==> config.mk <==
export PLATFORM = sky130hd
export DESIGN_NAME = disk_image_sector_offset_core
export DESIGN_NICKNAME = d
export VERILOG_FILES = /design/src/hdl/diso_pkg.sv /design/src/hdl/diso_calc.sv /design/src/hdl/disk_image_sector_offset_core.sv
export SDC_FILE = /design/constraint.sdc
export NUM_CORES = 1
export LEC_CHECK = 0
export BUFFER_PORTS_ARGS = -buffer_cell sky130_fd_sc_hd__buf_4
export CORE_ASPECT_RATIO = 1.2
export CORE_MARGIN = 3
export CORE_UTILIZATION = 55
export CTS_BUF_LIST = sky130_fd_sc_hd__clkbuf_8 sky130_fd_sc_hd__clkbuf_16
export DETAILED_ROUTE_END_ITERATION = 6
export MAX_ROUTING_LAYER = met4
export PLACE_DENSITY = 0.79
export REMOVE_ABC_BUFFERS = 1
export SETUP_SLACK_MARGIN = 0.02
export SLEW_MARGIN = 20
export SYNTH_ARGS = -nofsm -noshare
export SYNTH_HDL_FRONTEND = slang
export SYNTH_SLANG_ARGS = --single-unit
==> constraint.sdc <==
create_clock -name clk -period 5.65 [get_ports clk]
set_input_delay 1.13 -clock clk [delete_from_list [all_inputs] [get_ports clk]]
set_output_delay 1.13 -clock clk [all_outputs]
set_load 0.02 [all_outputs]
==> src/hdl/diso_pkg.sv <==
// Shared types, constants and lookup functions for the sector offset core.
`timescale 1ns / 1ps
`default_nettype none

package diso_pkg;

  // Image kind codes held in the configuration register.
  localparam logic [2:0] MEDIA_ZONED_SINGLE = 3'd0;
  localparam logic [2:0] MEDIA_ZONED_DOUBLE = 3'd1;
  localparam logic [2:0] MEDIA_LINEAR_DISK  = 3'd2;
  localparam logic [2:0] MEDIA_HARD_DISK    = 3'd3;
  localparam logic [2:0] MEDIA_SECTORLESS   = 3'd4;

  // Geometry constants.
  localparam int unsigned SIDE_TRACKS     = 35;
  localparam int unsigned SIDE_TWO_BASE   = 174848;
  localparam int unsigned D81_TRACK_BYTES = 10240;
  localparam int unsigned SECTOR_BYTES    = 256;

  // Start offset of tracks 1 to 35 of one side, stored at track - 1.
  localparam logic [17:0] ZONE_START [SIDE_TRACKS] = '{
    18'h00000, 18'h01500, 18'h02a00, 18'h03f00, 18'h05400, 18'h06900, 18'h07e00,
    18'h09300, 18'h0a800, 18'h0bd00, 18'h0d200, 18'h0e700, 18'h0fc00, 18'h11100,
    18'h12600, 18'h13b00, 18'h15000, 18'h16500, 18'h17800, 18'h18b00, 18'h19e00,
    18'h1b100, 18'h1c400, 18'h1d700, 18'h1ea00, 18'h1fc00, 18'h20e00, 18'h22000,
    18'h23200, 18'h24400, 18'h25600, 18'h26700, 18'h27800, 18'h28900, 18'h29a00
  };

  // One lookup request.
  typedef struct packed {
    logic [7:0] track_number;
    logic [7:0] sector_number;
  } req_t;

  // One lookup result.
  typedef struct packed {
    logic        offset_valid;
    logic [23:0] byte_offset;
  } result_t;

  // Track start within one side; entries past the table read as zero.
  function automatic logic [17:0] zone_start(input logic [5:0] idx);
    logic [17:0] v;
    v = '0;
    if (idx < 6'(SIDE_TRACKS)) begin
      v = ZONE_START[idx];
    end
    return v;
  endfunction

  // Sectors on one side's track, for tracks 1 to 35.
  function automatic logic [4:0] zone_sectors(input logic [5:0] trk);
    logic [4:0] n;
    if (trk <= 6'd17) begin
      n = 5'd21;
    end else if (trk <= 6'd24) begin
      n = 5'd19;
    end else if (trk <= 6'd30) begin
      n = 5'd18;
    end else begin
      n = 5'd17;
    end
    return n;
  endfunction

endpackage

`default_nettype wire

==> src/hdl/diso_calc.sv <==
// Combinational track and sector to byte offset resolver.
`timescale 1ns / 1ps
`default_nettype none

module diso_calc (
  input  wire diso_pkg::req_t    req,
  input  wire logic [2:0]        media_kind,
  output diso_pkg::result_t      res
);

  logic [7:0]  trk;
  logic [7:0]  sec;
  logic [7:0]  trk_m1;
  logic        trk_nonzero;
  logic        on_side_two;
  logic [5:0]  side_trk;
  logic        side_ok;
  logic [23:0] side_off;
  logic [23:0] sec_off;
  logic [23:0] d81_off;
  logic [23:0] hd_off;
  logic        ok;
  logic [23:0] off;

  // Per-side zoned lookup and the linear layouts.
  always_comb begin
    trk         = req.track_number;
    sec         = req.sector_number;
    trk_m1      = trk - 8'd1;
    trk_nonzero = (trk != 8'd0);
    on_side_two = (trk > 8'(diso_pkg::SIDE_TRACKS));
    side_trk    = on_side_two ? 6'(trk - 8'(diso_pkg::SIDE_TRACKS)) : 6'(trk);
    side_ok     = (side_trk != 6'd0) && (side_trk <= 6'(diso_pkg::SIDE_TRACKS)) &&
                  (sec < 8'(diso_pkg::zone_sectors(side_trk)));
    sec_off     = 24'({sec, 8'h00});
    side_off    = 24'(diso_pkg::zone_start(side_trk - 6'd1)) + sec_off;
    d81_off     = 24'(trk_m1) * 24'(diso_pkg::D81_TRACK_BYTES) + sec_off;
    hd_off      = 24'(diso_pkg::SECTOR_BYTES) + {trk_m1, 16'h0000} + sec_off;
  end

  // Image kind decode; the offset reads zero whenever the sector does not exist.
  always_comb begin
    ok  = 1'b0;
    off = '0;
    unique case (media_kind)
      diso_pkg::MEDIA_ZONED_SINGLE: begin
        ok  = trk_nonzero && !on_side_two && side_ok;
        off = side_off;
      end
      diso_pkg::MEDIA_ZONED_DOUBLE: begin
        if (!on_side_two) begin
          ok  = trk_nonzero && side_ok;
          off = side_off;
        end else if (trk <= 8'(2 * diso_pkg::SIDE_TRACKS)) begin
          ok  = side_ok;
          off = side_off + 24'(diso_pkg::SIDE_TWO_BASE);
        end
      end
      diso_pkg::MEDIA_LINEAR_DISK: begin
        ok  = trk_nonzero;
        off = d81_off;
      end
      diso_pkg::MEDIA_HARD_DISK: begin
        ok  = trk_nonzero;
        off = hd_off;
      end
      default: begin
        ok  = 1'b0;
        off = '0;
      end
    endcase
    res.offset_valid = ok;
    res.byte_offset  = ok ? off : 24'd0;
  end

endmodule

`default_nettype wire

==> src/hdl/disk_image_sector_offset_core.sv <==
// Top level of the disk image sector offset core: input stage, resolver, result stage.
//
//   Channel  Direction  Handshake             Payload
//   in       sink       in_valid / in_ready   in_track_number, in_sector_number
//   out      source     out_valid / out_ready out_offset_valid, out_byte_offset
//   cfg      sink       cfg_wr_en             cfg_wr_data (image kind)
//
// One result per request; a request transfers in every cycle when out_ready is high.
// A request passes through the input register, then the resolver into the result register.
// rst_n is synchronous and active low; it empties both stages and sets the image kind to zoned single.
// A stalled result holds in the result register while the input register still takes
// one more request; in_ready drops once both stages are full.
`timescale 1ns / 1ps
`default_nettype none

module disk_image_sector_offset_core (
  input  wire logic        clk,
  input  wire logic        rst_n,
  input  wire logic        in_valid,
  output logic             in_ready,
  input  wire logic [7:0]  in_track_number,
  input  wire logic [7:0]  in_sector_number,
  output logic             out_valid,
  input  wire logic        out_ready,
  output logic             out_offset_valid,
  output logic [23:0]      out_byte_offset,
  input  wire logic        cfg_wr_en,
  input  wire logic [2:0]  cfg_wr_data
);

  logic [2:0]        media_kind_r;
  logic              s1_valid_r;
  logic              s1_valid_nxt;
  diso_pkg::req_t    s1_req_r;
  logic              out_valid_r;
  logic              out_valid_nxt;
  diso_pkg::result_t out_res_r;
  diso_pkg::result_t calc_res;
  logic              s2_ready;
  logic              s1_ready;
  logic              s1_move;

  // Image kind register.
  always_ff @(posedge clk) begin
    if (!rst_n) begin
      media_kind_r <= diso_pkg::MEDIA_ZONED_SINGLE;
    end else if (cfg_wr_en) begin
      media_kind_r <= cfg_wr_data;
    end
  end

  // Stage flow control: each stage loads when it is empty or its content moves on.
  always_comb begin
    s2_ready      = !out_valid_r || out_ready;
    s1_ready      = !s1_valid_r || s2_ready;
    s1_move       = s1_valid_r && s2_ready;
    s1_valid_nxt  = in_valid ? 1'b1 : (s1_move ? 1'b0 : s1_valid_r);
    out_valid_nxt = s1_move ? 1'b1 : (out_ready ? 1'b0 : out_valid_r);
    if (!s1_ready) begin
      s1_valid_nxt = s1_valid_r;
    end
  end

  // Input register.
  always_ff @(posedge clk) begin
    if (!rst_n) begin
      s1_valid_r <= 1'b0;
    end else begin
      s1_valid_r <= s1_valid_nxt;
    end
  end

  always_ff @(posedge clk) begin
    if (in_valid && s1_ready) begin
      s1_req_r.track_number  <= in_track_number;
      s1_req_r.sector_number <= in_sector_number;
    end
  end

  // Offset resolver between the two registers.
  diso_calc u_calc (
    .req        (s1_req_r),
    .media_kind (media_kind_r),
    .res        (calc_res)
  );

  // Result register.
  always_ff @(posedge clk) begin
    if (!rst_n) begin
      out_valid_r <= 1'b0;
    end else begin
      out_valid_r <= out_valid_nxt;
    end
  end

  always_ff @(posedge clk) begin
    if (s1_move) begin
      out_res_r <= calc_res;
    end
  end

  assign in_ready         = s1_ready;
  assign out_valid        = out_valid_r;
  assign out_offset_valid = out_res_r.offset_valid;
  assign out_byte_offset  = out_res_r.byte_offset;

endmodule

`default_nettype wire

=== Word-level counts from Yosys, hierarchy flattened ===
Memory sizes are Yosys's and may differ from the RTL's.
Index checks and enable logic that the tools add are counted.

* Multiplexer cells: 17
* $lt $le $gt $ge: 9
* $mul: 1
* Bitwise operators: 1
* Equal/unequal tests: 3
* Reduce and logical (&&, ||, !) cells: 19
* Shift operators: 0
* Add/sub/neg operators: 8
* Divide/modulo/power cells: 0

{| class="wikitable"
|+ Operator list
! kind !! number
|-
| 24-bit one-hot mux with 4 select lines || 1
|-
| 18-bit two-way mux || 3
|-
| 24-bit two-way mux || 2
|-
| 24-bit by 16-bit adder with 24-bit output || 1
|-
| 24-bit by 18-bit adder with 24-bit output, second input constant || 1
|-
| 9-bit by 24-bit adder with 24-bit output, first input constant || 1
|-
| 22-bit by 16-bit adder with 23-bit output || 1
|-
| 18-bit by 16-bit adder with 19-bit output || 1
|-
| 6-bit by 5-bit <= comparator with 1-bit output, second input constant || 3
|-
| 8-bit by 3-bit multiplier with 11-bit output, second input constant || 1
|-
| 5-bit two-way mux || 2
|-
| 8-bit by 6-bit greater-than comparator with 1-bit output, second input constant || 1
|-
| 8-bit by 7-bit <= comparator with 1-bit output, second input constant || 1
|-
| 8-bit by 5-bit less-than comparator with 1-bit output || 1
|-
| 8-bit nonzero test || 1
|-
| 8-bit by 1-bit subtractor with 8-bit output, second input constant || 1
|-
| 7-bit greater-or-equal comparator, second input constant || 1
|-
| 1-bit logical AND || 7
|-
| 6-bit NOT with 7-bit output || 1
|-
| 3-bit by 2-bit equality test with 1-bit output, second input constant || 2
|-
| 6-bit <= comparator, second input constant || 1
|-
| 6-bit less-than comparator, second input constant || 1
|-
| 1-bit two-way mux || 6
|-
| 6-bit two-way mux || 1
|-
| other kinds (12) || 16
|}

* Memory bits (writable): 0
* Bits in latches: 0
* Memory bits (read-only): 1152
* Logic and storage cells: 66
* Memories: 1
* Bits in registers: 46
* Output and inout port bits: 27
* Input bits: 24

{| class="wikitable"
|+ Memory list
! memory !! words !! bits a word !! read ports !! clocked after Yosys merged registers in !! write ports !! RTL line !! text
|-
| (name not given) || 64 || 18 || 1 || 0 || 0 || diso_pkg.sv:46 || <nowiki>v = ZONE_START[idx];</nowiki>
|}

=== Logic depth before layout (Yosys ltp) ===
* Depth after elaboration: 13
* Gate-level depth with buffers: 28
* Mapped depth without buffers: 26

=== Modules after synthesis ===
A second synthesis with hierarchy kept.

* Cell total of the unflattened synthesis: 539
* Area total of the unflattened synthesis: 4727.0 um2

{| class="wikitable"
|+ By module, submodules not included
! module !! cells an instance !! times used !! area an instance (um2) !! sequential area each (um2)
|-
| diso_calc || 480 || 1 || 3283.1 || 0.0
|-
| disk_image_sector_offset_core || 59 || 1 || 1443.9 || 1331.3
|}

=== Worst setup path before layout ===
OpenSTA, ideal clock, no wires.

* Kind: register to register
* From: register s1_req_r[14] in the netlist's numbering
* To: register out_res_r (netlist bit out_byte_offset[17]) (data pin)
* Slack: 0.157 ns
* Path buffers: 3
* Setup time: 0.270 ns
* Cell stages (with the launch flop): 23
* Arrival time: 5.223 ns
* Data required time: 5.380 ns
* Clock period less this slack: 5.493 ns
* Cells stage by stage: edfxtp_1 -> or2_1 -> buf_2 -> nor2_1 -> buf_1 -> xnor2_1 -> ha_1 -> inv_1 -> nor4_1 -> nor3_2 -> xnor2_4 -> clkbuf_1 -> mux2i_1 -> o21ai_0 -> fa_1 -> xor2_1 -> a21oi_1 -> or2_2 -> a211o_1 -> a21oi_1 -> nor4_1 -> o21ai_1 -> a21oi_1

* Word-level cells in the longest chain between the ends: 13
* Elaborated cells on any way between the ends: 37
* Classes of those cells: add/sub: 5; mul: 1; order compare: 8; mux: 13; bitwise: 1; reduce/logical: 8; memory: 1

{| class="wikitable"
|+ RTL lines
! element !! RTL line !! text
|-
| start: declaration || disk_image_sector_offset_core.sv:34 || <nowiki>diso_pkg::req_t s1_req_r;</nowiki>
|-
| 8-bit by 6-bit greater-than comparator with 1-bit output || diso_calc.sv:31 || <nowiki>on_side_two = (trk > 8'(diso_pkg::SIDE_TRACKS));</nowiki>
|-
| 6-bit two-way mux || diso_calc.sv:32 || <nowiki>side_trk = on_side_two ? 6'(trk - 8'(diso_pkg::SIDE_TRACKS)) : 6'(trk);</nowiki>
|-
| 6-bit by 1-bit subtractor with 6-bit output || diso_calc.sv:36 || <nowiki>side_off = 24'(diso_pkg::zone_start(side_trk - 6'd1)) + sec_off;</nowiki>
|-
| 6-bit NOT with 7-bit output (implied by the code) || diso_pkg.sv:46 ||
|-
| memory 64 x 18 bit || - ||
|-
| 18-bit two-way mux (implied by the code) (2 in series) || diso_pkg.sv:46 ||
|-
| 18-bit two-way mux || diso_pkg.sv:45 || <nowiki>if (idx < 6'(SIDE_TRACKS)) begin</nowiki>
|-
| 18-bit by 16-bit adder with 19-bit output || diso_calc.sv:36 ||
|-
| 24-bit by 18-bit adder with 24-bit output || diso_calc.sv:56 || <nowiki>off = side_off + 24'(diso_pkg::SIDE_TWO_BASE);</nowiki>
|-
| 24-bit two-way mux || diso_calc.sv:54 || <nowiki>end else if (trk <= 8'(2 * diso_pkg::SIDE_TRACKS)) begin</nowiki>
|-
| 24-bit two-way mux || diso_calc.sv:51 || <nowiki>if (!on_side_two) begin</nowiki>
|-
| 24-bit one-hot mux with 4 select lines || diso_calc.sv:45 || <nowiki>unique case (media_kind)</nowiki>
|-
| end signal: assignment || disk_image_sector_offset_core.sv:98 || <nowiki>out_res_r <= calc_res;</nowiki>
|-
| end: declaration || disk_image_sector_offset_core.sv:37 || <nowiki>diso_pkg::result_t out_res_r;</nowiki>
|}

Several ways; a longest one is shown, not always the timed one. The select of a mux whose other input is x is not followed.
A chain may end at the register's enable or synchronous reset.

=== Worst setup path in the final report ===
* From: register s1_req_r[9] in the netlist's numbering
* To: register out_res_r (netlist bit out_byte_offset[17]) (data pin)

* Word-level cells in the longest chain between the ends: 13
* Elaborated cells on any way between the ends: 40
* Classes of those cells: add/sub: 8; mul: 1; order compare: 8; mux: 13; bitwise: 1; reduce/logical: 8; memory: 1

{| class="wikitable"
|+ RTL lines
! element !! RTL line
|-
| 8-bit by 6-bit greater-than comparator with 1-bit output / 6-bit subtractor (equally long branches) || diso_calc.sv:31, diso_calc.sv:32
|-
| 6-bit two-way mux || diso_calc.sv:32
|-
| 6-bit by 1-bit subtractor with 6-bit output || diso_calc.sv:36
|-
| 6-bit NOT with 7-bit output (implied by the code) || diso_pkg.sv:46
|-
| memory 64 x 18 bit || -
|-
| 18-bit two-way mux (implied by the code) (2 in series) || diso_pkg.sv:46
|-
| 18-bit two-way mux || diso_pkg.sv:45
|-
| 18-bit by 16-bit adder with 19-bit output || diso_calc.sv:36
|-
| 24-bit by 18-bit adder with 24-bit output || diso_calc.sv:56
|-
| 24-bit two-way mux || diso_calc.sv:54
|-
| 24-bit two-way mux || diso_calc.sv:51
|-
| 24-bit one-hot mux with 4 select lines || diso_calc.sv:45
|}

Several ways; a longest one is shown, not always the timed one. The select of a mux whose other input is x is not followed.

==> flow_metrics.tcl <==
set metrics [dict create \
    arrival_ps 5300 \
    setup_violations 0 \
    crit_family "adder cells" \
    synthArstFlopShare 0 \
    cts.sinks 38 \
    num-fill-cells 646 \
    final_hold_viol_count 0 \
    avgSynthCellArea_um2 8.15 \
    design_area_um2 5080 \
    internal_power_uw 813 \
    synth_most_common_cell "nor2_1" \
    p_seq_frac 0.250 \
    p_clk_frac 0.212 \
    worst_pin_slew_ps 981 \
    synth_top_area_share 0.225 \
    num_antenna_cells 0 \
    die_h_um 104 \
    synth_edf_count 33 \
    ys_ff_latch 38 \
    root_buffer "clkbuf_8" \
    p_leak_uw 0.00210 \
    synth-adder-area-share 0.133 \
    yosys-top-cells-area "edfxtp_1 (22%), ha_1 (12%), xnor2_1 (6.2%), nor2_1 (4.7%), a21oi_1 (4.7%)" \
    slew_viol_final 0 \
    status "finished clean" \
    holdPathStages 1 \
    crit_path_end_kind "flip-flop" \
    wire_per_inst_um 17.0 \
    slew_headroom 0.346 \
    swShare 0.407 \
    holdCritStartpoint "s1_valid_r" \
    critPathKind "reg -> reg" \
    dpl.hpwl_mm 8.74 \
    cts_buffers 5 \
    synth_xor_area_frac 0.0976 \
    p_switching_uw 558 \
    reg2reg_depth 26 \
    start_util 0.569 \
    min_period_over_period 0.935 \
    drtIter0Drc 299 \
    slowest_stage "edfxtp_1" \
    h-tree-depth 2 \
    synth.cells.most_frequent "nor2_1 (55), nand2_1 (43), ha_1 (42)" \
    hold_end "out_valid" \
    yosys_warnings 0 \
    final_cells 681 \
    place_ws_ps 197 \
    combinationalPowerShare 0.538 \
    fmax_mhz 189 \
    areaGrowthSynthToFinish_pct 15.1 \
    drt_wl_total_mm 11.6 \
    finalSetupTns_ps 0 \
    ys_types 68 \
    clock_path_buffers 2 \
    first_global_vias 3961 \
    drt-pass1-iter-count 6 \
    fp.dieW_um 87.7 \
    r2r_start "s1_req_r[9]" \
    core_area_um2 7750 \
    hold_path.class "reg -> reg" \
    final_nets 657 \
    synth_ff_type "edfxtp_1" \
    yosys.area_share.simple 0.205 \
    path_max_fanout 6 \
    place_inst 667 \
    die_area_um2 9130 \
    syn-cell-area_um2 4410 \
    reg2reg_slack_ps 370 \
    crit_buf_inv 5 \
    cts_tree "built" \
    peakVddDrop_mv 0.134 \
    max-cap-violations 0 \
    remaining_drc_errors 0 \
    r2r-end "out_byte_offset[17]" \
    powerDensity_nw_per_um2 270 \
    synthMuxAreaShare 0.0184 \
    synth_top_family_by_area "compound AO/OA/AOI/OAI gates" \
    cts_hold_buf 0 \
    grt_first_pass_wirelength_mm 18.6 \
    yosysSeqAreaShare 0.247 \
    max_stage_delay_ps 470 \
    syn_inst 541 \
    ant_nets 0 \
    placed_area_um2 4820 \
    portBuffers 42 \
    clkLatencyLatePin_ps 300 \
    grt_use_total 0.259 \
    setup_ws_ps 368 \
    path_clk_slew_ps 90 \
    drive_gt1_frac 0.170 \
    finalCriticalPeriod_ps 5280 \
    required_ps 5670 \
    cp_common_cell "inv_1" \
    grt_max_degree 31 \
    start_kind "flip-flop" \
    row_count 35 \
    overflow 0 \
    gp_congestion 0.974 \
    report.power.total_uw 1370 \
    synth-compound-area-share 0.233 \
    via_per_inst 6.14 \
    synth.largest_area_cell "edfxtp_1" \
    via_count 4183 \
    antenna_found_initial 0 \
    num_io_pins 51 \
    skew_ps 5.18 \
]
per-layer routing:
layer / wire [um] / share of wire / track usage
met1: 4900 / 0.42 / 0.324
met2: 5770 / 0.50 / 0.422
met3: 605 / 0.052 / 0.0341
met4: 314 / 0.027 / 0.0921
met5: 0 / 0 / -
power by group through the flow:
stage	sequential, uW	clock [uW]	combinational (uW)
2_1_floorplan	358	0	518
3_3_place_gp	348	0	676
3_5_place_dp	349	0	690
4_1_cts	342	290	695
5_1_grt	346	302	815
6_report	343	290	738
worst max path at each step:
| stage | from | endpoint | slack, ps | depth (start not counted) |
|---|---|---|---|---|
| 4_1_cts | s1_req_r[9] | out_byte_offset[16] | 120 | 23 |
| 5_1_grt | s1_req_r[9] | out_byte_offset[16] | -20 | 26 |
| 6_report | s1_req_r[9] | out_byte_offset[17] | 370 | 26 |
| 2_1_floorplan | s1_req_r[10] | out_byte_offset[16] | -40 | 22 |
| 3_5_place_dp | s1_req_r[9] | out_byte_offset[16] | 200 | 26 |
| 3_3_place_gp | s1_req_r[9] | out_byte_offset[16] | 430 | 26 |
cell usage in the layout (no fill, tap or decap), types with 4 or more instances in the layout:
cell type	instances
buf_4	64
nor2_1	54
nand2_1	43
a21oi_1	39
ha_1	39
edfxtp_1	33
inv_1	30
xnor2_1	30
o21ai_0	25
nand3_1	16
xor2_1	15
nor2b_1	14
nor3_1	13
a211oi_1	12
conb_1	8
o21a_1	7
mux2i_1	7
a21o_1	6
or3_1	6
o211ai_1	6
a31oi_1	6
a222oi_1	6
nand4_1	5
o21bai_1	5
clkbuf_8	5
dfxtp_1	5
o211a_1	4
o31ai_1	4
o21ai_1	4
layout make-up:
type	instances	area (um2)	area share
well taps	92	115	0.0227
clock inverters	3	68.8	0.0136
inverters	33	124	0.0244
multi-input cells	446	3130	0.616
flip-flops and latches	38	1090	0.215
clock buffers	5	68.8	0.0136
repair buffers	64	480	0.0946
flip-flops by register name (all words and copies together) (netlist names):
name              count
out_offset_valid      1
out_byte_offset      16
media_kind_r          3
out_valid             1
s1_valid_r            1
s1_req_r             16
kinds of logic after synthesis:
group / after synthesis
adders and majority gates: 45
other: 1
DFF: 38
muxes: 8
xor gates and xnor gates: 47
AOI/OAI and AO/OA: 153
and+or+nand+nor: 185
buffers and inverters: 64
metrics by stage:
step | util | hold slack, ps
2_1_floorplan | - | 477
3_3_place_gp | 0.622 | 502
3_5_place_dp | 0.622 | 509
4_1_cts | 0.640 | 528
5_1_grt | 0.655 | 575
6_report | 0.655 | 524
repair_timing:
action | 4_1_cts | 5_1_grt
resized for setup | 0 | 17
setup endpoints to repair | 0 | 7
setup buffers | 0 | 6
(Power assumes the default switching activity.)
